==> src/rtl/u8ac_pkg.sv <==
// Shared types, constants and the code point range check for the UTF-8 allowed-character checker.
package u8ac_pkg;

   localparam int unsigned ByteWidth    = 8;
   localparam int unsigned CodeWidth    = 21;
   localparam int unsigned PendingWidth = 2;

   localparam logic [CodeWidth-1:0] CjkLow       = 21'h004E00;
   localparam logic [CodeWidth-1:0] CjkHigh      = 21'h009FFF;
   localparam logic [CodeWidth-1:0] KanaLow      = 21'h003040;
   localparam logic [CodeWidth-1:0] KanaHigh     = 21'h0030FF;
   localparam logic [CodeWidth-1:0] HangulLow    = 21'h00AC00;
   localparam logic [CodeWidth-1:0] HangulHigh   = 21'h00D7AF;
   localparam logic [CodeWidth-1:0] AsciiLow     = 21'h000020;
   localparam logic [CodeWidth-1:0] AsciiHigh    = 21'h00007E;
   localparam logic [CodeWidth-1:0] Latin1Low    = 21'h0000A0;
   localparam logic [CodeWidth-1:0] Latin1High   = 21'h0000FF;
   localparam logic [CodeWidth-1:0] LatinExtLow  = 21'h000100;
   localparam logic [CodeWidth-1:0] LatinExtHigh = 21'h00017F;

   typedef struct packed {
      logic [PendingWidth-1:0] pending;
      logic [CodeWidth-1:0]    accum;
      logic                    failed;
   } u8ac_state_type;

   function automatic logic code_in_ranges(input logic [CodeWidth-1:0] cp);
      code_in_ranges = (cp >= CjkLow      && cp <= CjkHigh)     ||
                       (cp >= KanaLow     && cp <= KanaHigh)    ||
                       (cp >= HangulLow   && cp <= HangulHigh)  ||
                       (cp >= AsciiLow    && cp <= AsciiHigh)   ||
                       (cp >= Latin1Low   && cp <= Latin1High)  ||
                       (cp >= LatinExtLow && cp <= LatinExtHigh);
   endfunction

endpackage

==> src/rtl/u8ac_step.sv <==
// Per-byte UTF-8 decode step: next decoder state and the end-of-string verdict.
module u8ac_step (
   input  u8ac_pkg::u8ac_state_type       cur_state,
   input  logic [u8ac_pkg::ByteWidth-1:0] data_byte,
   input  logic                           last_byte,
   output u8ac_pkg::u8ac_state_type       nxt_state,
   output logic                           all_allowed
);
   import u8ac_pkg::*;

   logic [CodeWidth-1:0] shifted_code;
   logic [CodeWidth-1:0] ascii_code;
   u8ac_state_type       decoded;

   assign shifted_code = {cur_state.accum[CodeWidth-7:0], data_byte[5:0]};
   assign ascii_code   = {{(CodeWidth-ByteWidth){1'b0}}, data_byte};

   always_comb begin
      decoded = cur_state;
      priority if (cur_state.pending != '0) begin
         decoded.accum   = shifted_code;
         decoded.pending = cur_state.pending - 2'd1;
         if (cur_state.pending == 2'd1 && !code_in_ranges(shifted_code)) begin
            decoded.failed = 1'b1;
         end
      end else if (data_byte[7] == 1'b0) begin
         decoded.accum = ascii_code;
         if (!code_in_ranges(ascii_code)) begin
            decoded.failed = 1'b1;
         end
      end else if (data_byte[7:5] == 3'b110) begin
         decoded.accum   = {{(CodeWidth-5){1'b0}}, data_byte[4:0]};
         decoded.pending = 2'd1;
      end else if (data_byte[7:4] == 4'b1110) begin
         decoded.accum   = {{(CodeWidth-4){1'b0}}, data_byte[3:0]};
         decoded.pending = 2'd2;
      end else if (data_byte[7:3] == 5'b11110) begin
         decoded.accum   = {{(CodeWidth-3){1'b0}}, data_byte[2:0]};
         decoded.pending = 2'd3;
      end else begin
         decoded.failed = 1'b1;
      end
   end

   // A sequence still open at the last byte counts as a failure.
   assign all_allowed = !decoded.failed && (decoded.pending == '0);
   assign nxt_state   = last_byte ? '0 : decoded;

endmodule

==> config.mk <==
export PLATFORM = sky130hd
export DESIGN_NAME = u8ac_step
export DESIGN_NICKNAME = d
export VERILOG_FILES = /design/src/rtl/u8ac_pkg.sv /design/src/rtl/u8ac_step.sv
export SDC_FILE = /design/constraint.sdc
export NUM_CORES = 1
export LEC_CHECK = 0
export BUFFER_PORTS_ARGS = -buffer_cell sky130_fd_sc_hd__buf_2
export CAP_MARGIN = 20
export CORE_MARGIN = 8
export CORE_UTILIZATION = 45
export DETAILED_ROUTE_END_ITERATION = 8
export PLACE_DENSITY = 0.93
export SLEW_MARGIN = 20
export SYNTH_ARGS = -nofsm -noshare
export SYNTH_HDL_FRONTEND = slang
export SYNTH_SLANG_ARGS = --single-unit
==> constraint.sdc <==
create_clock -name vclk -period 3.6
set_input_delay 0.36 -clock vclk [all_inputs]
set_output_delay 0.36 -clock vclk [all_outputs]
set_load 0.02 [all_outputs]
==> results.json, run 1 <==
{
  "outcome": "completed",
  "die_h_um": 55.6,
  "synth_area_leader_cell": "a22oi_1",
  "rsz0062_at_grt": "false",
  "cp.arrival_ps": 2060,
  "n_sequential_cell": 0,
  "tightest_slew_ps": 810,
  "ctsHoldBuffers": 0,
  "yosysSeqAreaShare_pct": 0,
  "wl_um": 3050,
  "maxCapViolCount": 0,
  "slew_headroom_pct": 46.0,
  "drcViolationCount": 0,
  "worst_slack_ps": 1180,
  "met3WireLength_um": 285,
  "hold_viol_final": 0,
  "place.gp.congestion": 0.996,
  "wl_per_cell_um": 16.7,
  "syn_nets": 152,
  "ys_warn_count": 0,
  "netlist_instances": 119,
  "drt_iter0_drc": 61,
  "num-fill-cells": 135,
  "ff_latch_area_um2": 0,
  "synth_top_area_share_pct": 15.9,
  "grt_use_total_pct": 18.1,
  "ios": 58,
  "die_area_um2": 3100,
  "crit_path_start": "cur_state[23]",
  "met1_length_um": 1220,
  "grt_start_max_net_pins": 25,
  "synth_area_um2": 707,
  "crit_path_max_fanout": 16,
  "synth_common_cells": "27 x nor2_1, 15 x a22oi_1, 8 x a21oi_1",
  "port_buffers": 58,
  "cp.required_ps": 3240,
  "crit_path_start_kind": "primary input",
  "syn_to_final_growth_pct": 36.5,
  "ant_nets": 0,
  "first_global_vias": 1110,
  "slew_viol_final": 0,
  "die_width_um": 55.6,
  "synth_most_common_cell": "nor2_1",
  "path_class": "primary input to output pin",
  "synth_area_leaders": "a22oi_1 16%, nor2_1 14%, a21oi_1 5.7%, mux2i_1 4.2%, nand4b_1 3.7%",
  "hold_path_class": "primary input to output pin",
  "rows": 14,
  "power_density_nw_per_um2": 134,
  "fmax_mhz": 413,
  "power.leakage_uw": 0.000468,
  "drtPass1Iterations": 4,
  "fin_crit_sh_pct": 67.2,
  "core_um2": 1490,
  "place.detailed.hpwl_um": 2430,
  "dr_wl_met2_um": 1470,
  "grt_pass1_wl_um": 5100,
  "endpoint": "nxt_state[0]",
  "endpoint_kind": "output pin",
  "antenna_found_initial": 0,
  "fin_crit_ps": 2420,
  "globalRouteOverflowTotal": 0,
  "clock_buffers": 0,
  "pre_cts_ws_ps": 1220,
  "ir_worst_vdd_uv": 74.7,
  "n_antenna_cell": 0,
  "route.detailed.vias_per_inst": 6.43,
  "synth_cell_type_count": 39,
  "fin_nets": 202,
  "post-cts-setup-buffers": 0,
  "start_util_pct": 47.5,
  "cts_resized": 0,
  "synth_area_per_cell_um2": 5.94,
  "finalSetupTns_ps": 0,
  "setup_viol": 0,
  "top_layer": "met4",
  "layout-drive-gt1-share_pct": 36.5,
  "num_vias": 1177
}
[kinds of logic after synthesis]
group                  count (synthesis)  share of synthesized area, %
multiplexers                           3                          4.25
XOR/XNOR                               1                          1.24
AND/OR/NAND/NOR                       62                          45.1
buffers and inverters                 12                          8.50
AO/OA/AOI/OAI                         41                          40.9
[stage by stage]
| step | total power [uW] | cells | util, % | hold WS, ps | cell area [um2] |
|---|---|---|---|---|---|
| 6_report | 129 | 183 | 64.8 | 1050 | 965 |
| 4_1_cts | 128 | 183 | 64.8 | 1040 | 965 |
| 3_5_place_dp | 128 | 183 | 64.8 | 1040 | 965 |
| 3_3_place_gp | 124 | 183 | 64.8 | 1040 | 965 |
| 2_1_floorplan | 76.6 | 119 | - | 797 | 707 |
| 5_1_grt | 141 | 183 | 64.8 | 1080 | 965 |
[how the worst min path moves through the flow]
stage / from / slack, ps / to / cells past startpoint
2_1_floorplan: last_byte / 800 / nxt_state[23] / 1
3_3_place_gp: cur_state[22] / 1040 / nxt_state[22] / 3
3_5_place_dp: cur_state[22] / 1040 / nxt_state[22] / 3
4_1_cts: cur_state[22] / 1040 / nxt_state[22] / 3
5_1_grt: cur_state[22] / 1080 / nxt_state[22] / 3
6_report: cur_state[22] / 1050 / nxt_state[22] / 3
[per-layer routing]
metal | up-vias | GRT usage, %
met5 | - | 0
met4 | 0 | 6.69
met3 | 8 | 4.11
met2 | 71 | 31.4
met1 | 544 | 20.9
li1 | 554 | -
[layout make-up]
cell class                 instances  area, um2  share of cell area, %
timing repair buffer              58        290                   30.1
multi-input combinational        107        647                   67.1
inverter                           2       7.51                  0.778
tap                               16       20.0                   2.08
[layout by cell type, fill, tap and decap left out, types with 2 or more instances in the layout]
| cell type | n |
|---|---|
| nor2b_1 | 2 |
| o21ai_0 | 4 |
| a21oi_1 | 8 |
| nand2_1 | 6 |
| nor3b_1 | 2 |
| nand4b_1 | 3 |
| inv_1 | 2 |
| a22oi_1 | 15 |
| a311oi_1 | 2 |
| mux2i_1 | 3 |
| o22ai_1 | 3 |
| nor4_1 | 2 |
| nor3_1 | 4 |
| buf_2 | 58 |
| nor2_1 | 27 |
| or3_1 | 3 |
| nand3_1 | 4 |
[critical path, stage by stage]
cell and delay, ps:
buf_2 130, or2_1 470, or3_1 210, o22ai_1 70, or4_1 490, a21oi_1 130, buf_2 180
[report_power, final]
part | switching (uW) | total (uW) | internal (uW)
Clock | 0 | 0 | 0
Combinational | 81.7 | 129 | 47.6
Sequential | 0 | 0 | 0
Total | 81.7 | 129 | 47.6
(Power assumes the default switching activity.)
==> run 2, diff against run 1 <==
--- a/config.mk
+++ b/config.mk
@@ -8,9 +8,9 @@
 export BUFFER_PORTS_ARGS = -buffer_cell sky130_fd_sc_hd__buf_2
 export CAP_MARGIN = 20
 export CORE_MARGIN = 8
-export CORE_UTILIZATION = 45
+export CORE_UTILIZATION = 41
 export DETAILED_ROUTE_END_ITERATION = 8
-export PLACE_DENSITY = 0.93
+export PLACE_DENSITY = 0.86
 export SLEW_MARGIN = 20
 export SYNTH_ARGS = -nofsm -noshare
 export SYNTH_HDL_FRONTEND = slang
==> constraint.sdc (replaced) <==
create_clock -name vclk -period 2.3
set_input_delay 0.23 -clock vclk [all_inputs]
set_output_delay 0.23 -clock vclk [all_outputs]
set_load 0.02 [all_outputs]
==> results.json, run 2 (synthesis results as in run 1) <==
{
  "switchingPower_uw": 126,
  "clock_buffers": 0,
  "antenna_found_initial": 0,
  "endpoint_kind": "output pin",
  "route.detailed.vias_per_inst": 6.22,
  "place.gp.congestion": 0.921,
  "wl_um": 2890,
  "power.leakage_uw": 0.000483,
  "fin_crit_sh_pct": 90.9,
  "drt_iter0_drc": 52,
  "globalRouteOverflowTotal": 0,
  "slew_viol_final": 0,
  "setup_viol": 0,
  "p_seq_share_pct": 0,
  "fmax_mhz": 478,
  "grt_pass1_wl_um": 5000,
  "final_common_cell": "buf_2",
  "grt_use_total_pct": 17.5,
  "ir_worst_vdd_uv": 83.2,
  "fin_cells": 187,
  "core_um2": 1670,
  "hold_viol_final": 0,
  "hold_path_class": "primary input to output pin",
  "start_util_pct": 42.3,
  "die_h_um": 57.5,
  "die_width_um": 57.5,
  "die_area_um2": 3310,
  "place.detailed.hpwl_um": 2370,
  "placed_area_um2": 988,
  "drcViolationCount": 0,
  "finalSetupTns_ps": 0,
  "mostFrequentLayoutCells": "58 x buf_2, 27 x nor2_1, 15 x a22oi_1",
  "fin_area_um2": 988,
  "ios": 58,
  "cts_resized": 0,
  "cp.required_ps": 2070,
  "crit_path_start_kind": "primary input",
  "pwr-share-clk_pct": 0,
  "ctsHoldBuffers": 0,
  "cp.arrival_ps": 1860,
  "dp.cells": 187,
  "layout-drive-gt1-share_pct": 37.6,
  "n_sequential_cell": 0,
  "crit_path_max_fanout": 10,
  "tightest_slew_ps": 382,
  "maxCapViolCount": 0,
  "ant_nets": 0,
  "first_global_vias": 1119,
  "ff_latch_area_um2": 0,
  "netSwitchingFraction_pct": 62.1,
  "power_density_nw_per_um2": 205,
  "rows": 15,
  "internal_power_uw": 76.8,
  "syn_to_final_growth_pct": 39.8,
  "port_buffers": 58,
  "fin_nets": 205,
  "wl_per_cell_um": 15.5,
  "outcome": "completed",
  "final_core_util_pct": 59.2,
  "num_vias": 1163,
  "post-cts-setup-buffers": 0,
  "drtPass1Iterations": 4,
  "path_class": "primary input to output pin",
  "power_frac_comb_pct": 100.0,
  "grt_start_max_net_pins": 25,
  "slew_headroom_pct": 74.5,
  "fin_crit_ps": 2090,
  "rsz0062_at_grt": "false",
  "n_antenna_cell": 0
}
[run 2: layer usage]
metal	GRT usage (%)	up-vias	part of all wire, %
li1	-	561	-
met5	0	-	0
met4	2.50	0	1.1
met3	5.83	4	12
met2	28.8	76	46
met1	21.7	522	41
[run 2: critical path, stage by stage]
cell,delay (ps)
buf_2,190
nand4b_1,160
a2111oi_2,330
o22ai_1,130
or4_1,490
a21oi_1,140
buf_2,180
[run 2: final cells by class]
class              count  area, um2
fillers              184        682
inverters              2       7.51
multi-input cells    107        647
well taps             17       21.3
repair buffers        61        313
[run 2: metrics by stage]
stage	setup WS [ps]	hold WS, ps	total power, uW
after global routing	58.8	814	224
final	209	782	203
after global placement	265	775	197
after detailed placement	213	781	201
after floorplan	311	537	120
after CTS	208	783	202
[run 2: worst paths after layout]
path	slack, ps	start	depth (start not counted)	endpoint
setup / recovery	210	cur_state[7]	7	nxt_state[0]
hold / removal	780	cur_state[22]	3	nxt_state[22]
[run 2: power by group through the flow]
| stage | Sequential (uW) | Combinational, uW | Clock (uW) |
|---|---|---|---|
| final | 0 | 203 | 0 |
| after global routing | 0 | 224 | 0 |
| after CTS | 0 | 202 | 0 |
| after detailed placement | 0 | 201 | 0 |
| after global placement | 0 | 197 | 0 |
| after floorplan | 0 | 120 | 0 |
==> run 3, diff against run 2 <==
--- a/config.mk
+++ b/config.mk
@@ -5,13 +5,14 @@
 export SDC_FILE = /design/constraint.sdc
 export NUM_CORES = 1
 export LEC_CHECK = 0
+export ABC_AREA = 1
 export BUFFER_PORTS_ARGS = -buffer_cell sky130_fd_sc_hd__buf_2
 export CAP_MARGIN = 20
 export CORE_MARGIN = 8
-export CORE_UTILIZATION = 41
+export CORE_UTILIZATION = 45
 export DETAILED_ROUTE_END_ITERATION = 8
-export PLACE_DENSITY = 0.86
-export SLEW_MARGIN = 20
+export PLACE_DENSITY = 0.82
+export SLEW_MARGIN = 40
 export SYNTH_ARGS = -nofsm -noshare
 export SYNTH_HDL_FRONTEND = slang
 export SYNTH_SLANG_ARGS = --single-unit
==> results.json, run 3 <==
{
  "multi_input_area_um2": 931,
  "wl_per_cell_um": 12.4,
  "antenna_found_initial": 0,
  "ff_latch_area_um2": 0,
  "port_buffers": 58,
  "route.detailed.vias_per_inst": 5.17,
  "netSwitchingFraction_pct": 66.9,
  "n_antenna_cell": 0,
  "fin_crit_sh_pct": 86.8,
  "met1_length_um": 1530,
  "ios": 58,
  "hold_path_class": "primary input to output pin",
  "rsz0062_at_grt": "false",
  "path_cells": "buf_2 > nor2_4 > inv_2 > nor2_4 > inv_2 > nor2_4 > inv_2 > nor2_8 > nand2_1 > a21oi_1 > buf_2",
  "place.gp.congestion": 0.914,
  "cp_slowest_cell": "nor2_8",
  "fin_area_um2": 1360,
  "fmax_mhz": 501,
  "layout-drive-gt1-share_pct": 42.0,
  "clock_buffers": 0,
  "cp.arrival_ps": 1770,
  "dp.cells": 285,
  "syn_to_final_growth_pct": 23.9,
  "outcome": "completed",
  "synth_area_um2": 1090,
  "ctsHoldBuffers": 0,
  "grt_pass1_wl_um": 5780,
  "drtPass1Iterations": 5,
  "mostFrequentLayoutCells": "58 x buf_2, 50 x nand2_1, 33 x nor2_1",
  "slew_viol_final": 0,
  "power.leakage_uw": 0.000705,
  "fin_cells": 285,
  "syn_nets": 239,
  "cp.required_ps": 2070,
  "critical_path.max_stage_delay_ps": 350,
  "switchingPower_uw": 163,
  "globalRouteOverflowTotal": 0,
  "synth_common_cells": "50 x nand2_1, 33 x nor2_1, 22 x inv_1",
  "fin_nets": 290,
  "crit_path_start_kind": "primary input",
  "p_seq_share_pct": 0,
  "cts_resized": 0,
  "top_layer": "met3",
  "hold_viol_final": 0,
  "crit_path_max_fanout": 23,
  "crit_buf_inv": 5,
  "die_h_um": 65.3,
  "ant_nets": 0,
  "finalSetupTns_ps": 0,
  "grt_use_total_pct": 15.5,
  "final_common_cell": "buf_2",
  "die_area_um2": 4270,
  "netlist_instances": 206,
  "die_width_um": 65.3,
  "worst_slack_ps": 305,
  "core_um2": 2390,
  "grt_start_max_net_pins": 25,
  "num-fill-cells": 272,
  "n_sequential_cell": 0,
  "fin_crit_ps": 2000,
  "setup_viol": 0,
  "power_density_nw_per_um2": 180,
  "slew_headroom_pct": 58.6,
  "synth_cell_type_count": 28,
  "post-cts-setup-buffers": 0,
  "ir_worst_vdd_uv": 127,
  "dr_wl_met2_um": 1870,
  "internal_power_uw": 80.9,
  "synth_area_leader_cell": "nand2_1",
  "crit_family": "simple AND/OR/NAND/NOR gates",
  "drt_iter0_drc": 71,
  "num_vias": 1474,
  "ys_warn_count": 0,
  "yosysSeqAreaShare_pct": 0,
  "path_class": "primary input to output pin",
  "rows": 18,
  "placed_area_um2": 1360,
  "pwr-share-clk_pct": 0,
  "synth_top_area_share_pct": 17.1,
  "start_util_pct": 45.9,
  "endpoint_kind": "output pin",
  "pre_cts_ws_ps": 299,
  "synth_area_leaders": "nand2_1 17%, a21oi_2 14%, nor2_1 11%, nand2_2 10%, nand3_1 7.8%",
  "synth_area_per_cell_um2": 5.31,
  "met3WireLength_um": 145,
  "tightest_slew_ps": 622,
  "place.detailed.hpwl_um": 2970,
  "power_frac_comb_pct": 100.0,
  "synth_most_common_cell": "nand2_1",
  "wl_um": 3540,
  "drcViolationCount": 0,
  "maxCapViolCount": 0,
  "first_global_vias": 1362
}
## run 3: metrics by stage
step | hold WS, ps | total power (uW) | util, %
2_1_floorplan | 502 | 158 | -
3_3_place_gp | 806 | 241 | 56.8
3_5_place_dp | 809 | 243 | 56.8
4_1_cts | 810 | 244 | 56.8
5_1_grt | 825 | 265 | 56.8
6_report | 807 | 244 | 56.8
## run 3: logic make-up (layout without fill, tap and decap cells)
family	after synthesis	in the layout	share of synthesized area, %
AO/OA/AOI/OAI	34	34	24.9
buffers and inverters	35	84	15.0
AND/OR/NAND/NOR	137	137	60.1
## run 3: layout make-up
type,instances,area share [%]
inverter,26,7.20
tap,30,2.77
timing repair buffer,58,21.4
multi-input combinational,171,68.6
## run 3: worst paths after layout
path	to	startpoint	depth (start not counted)	slack, ps
setup / recovery	nxt_state[4]	cur_state[23]	11	300
hold / removal	nxt_state[19]	cur_state[19]	4	810
## run 3: per-layer routing
layer | GRT usage, % | up-vias
met5 | 0 | -
met4 | 0 | 0
met3 | 0.510 | 0
met2 | 28.9 | 39
met1 | 20.3 | 668
li1 | - | 767
## run 3: power by group through the flow
stage,clock [uW],combinational (uW),sequential (uW)
floorplan,0,158,0
global placement,0,241,0
detailed placement,0,243,0
CTS,0,244,0
global route,0,265,0
finish,0,244,0
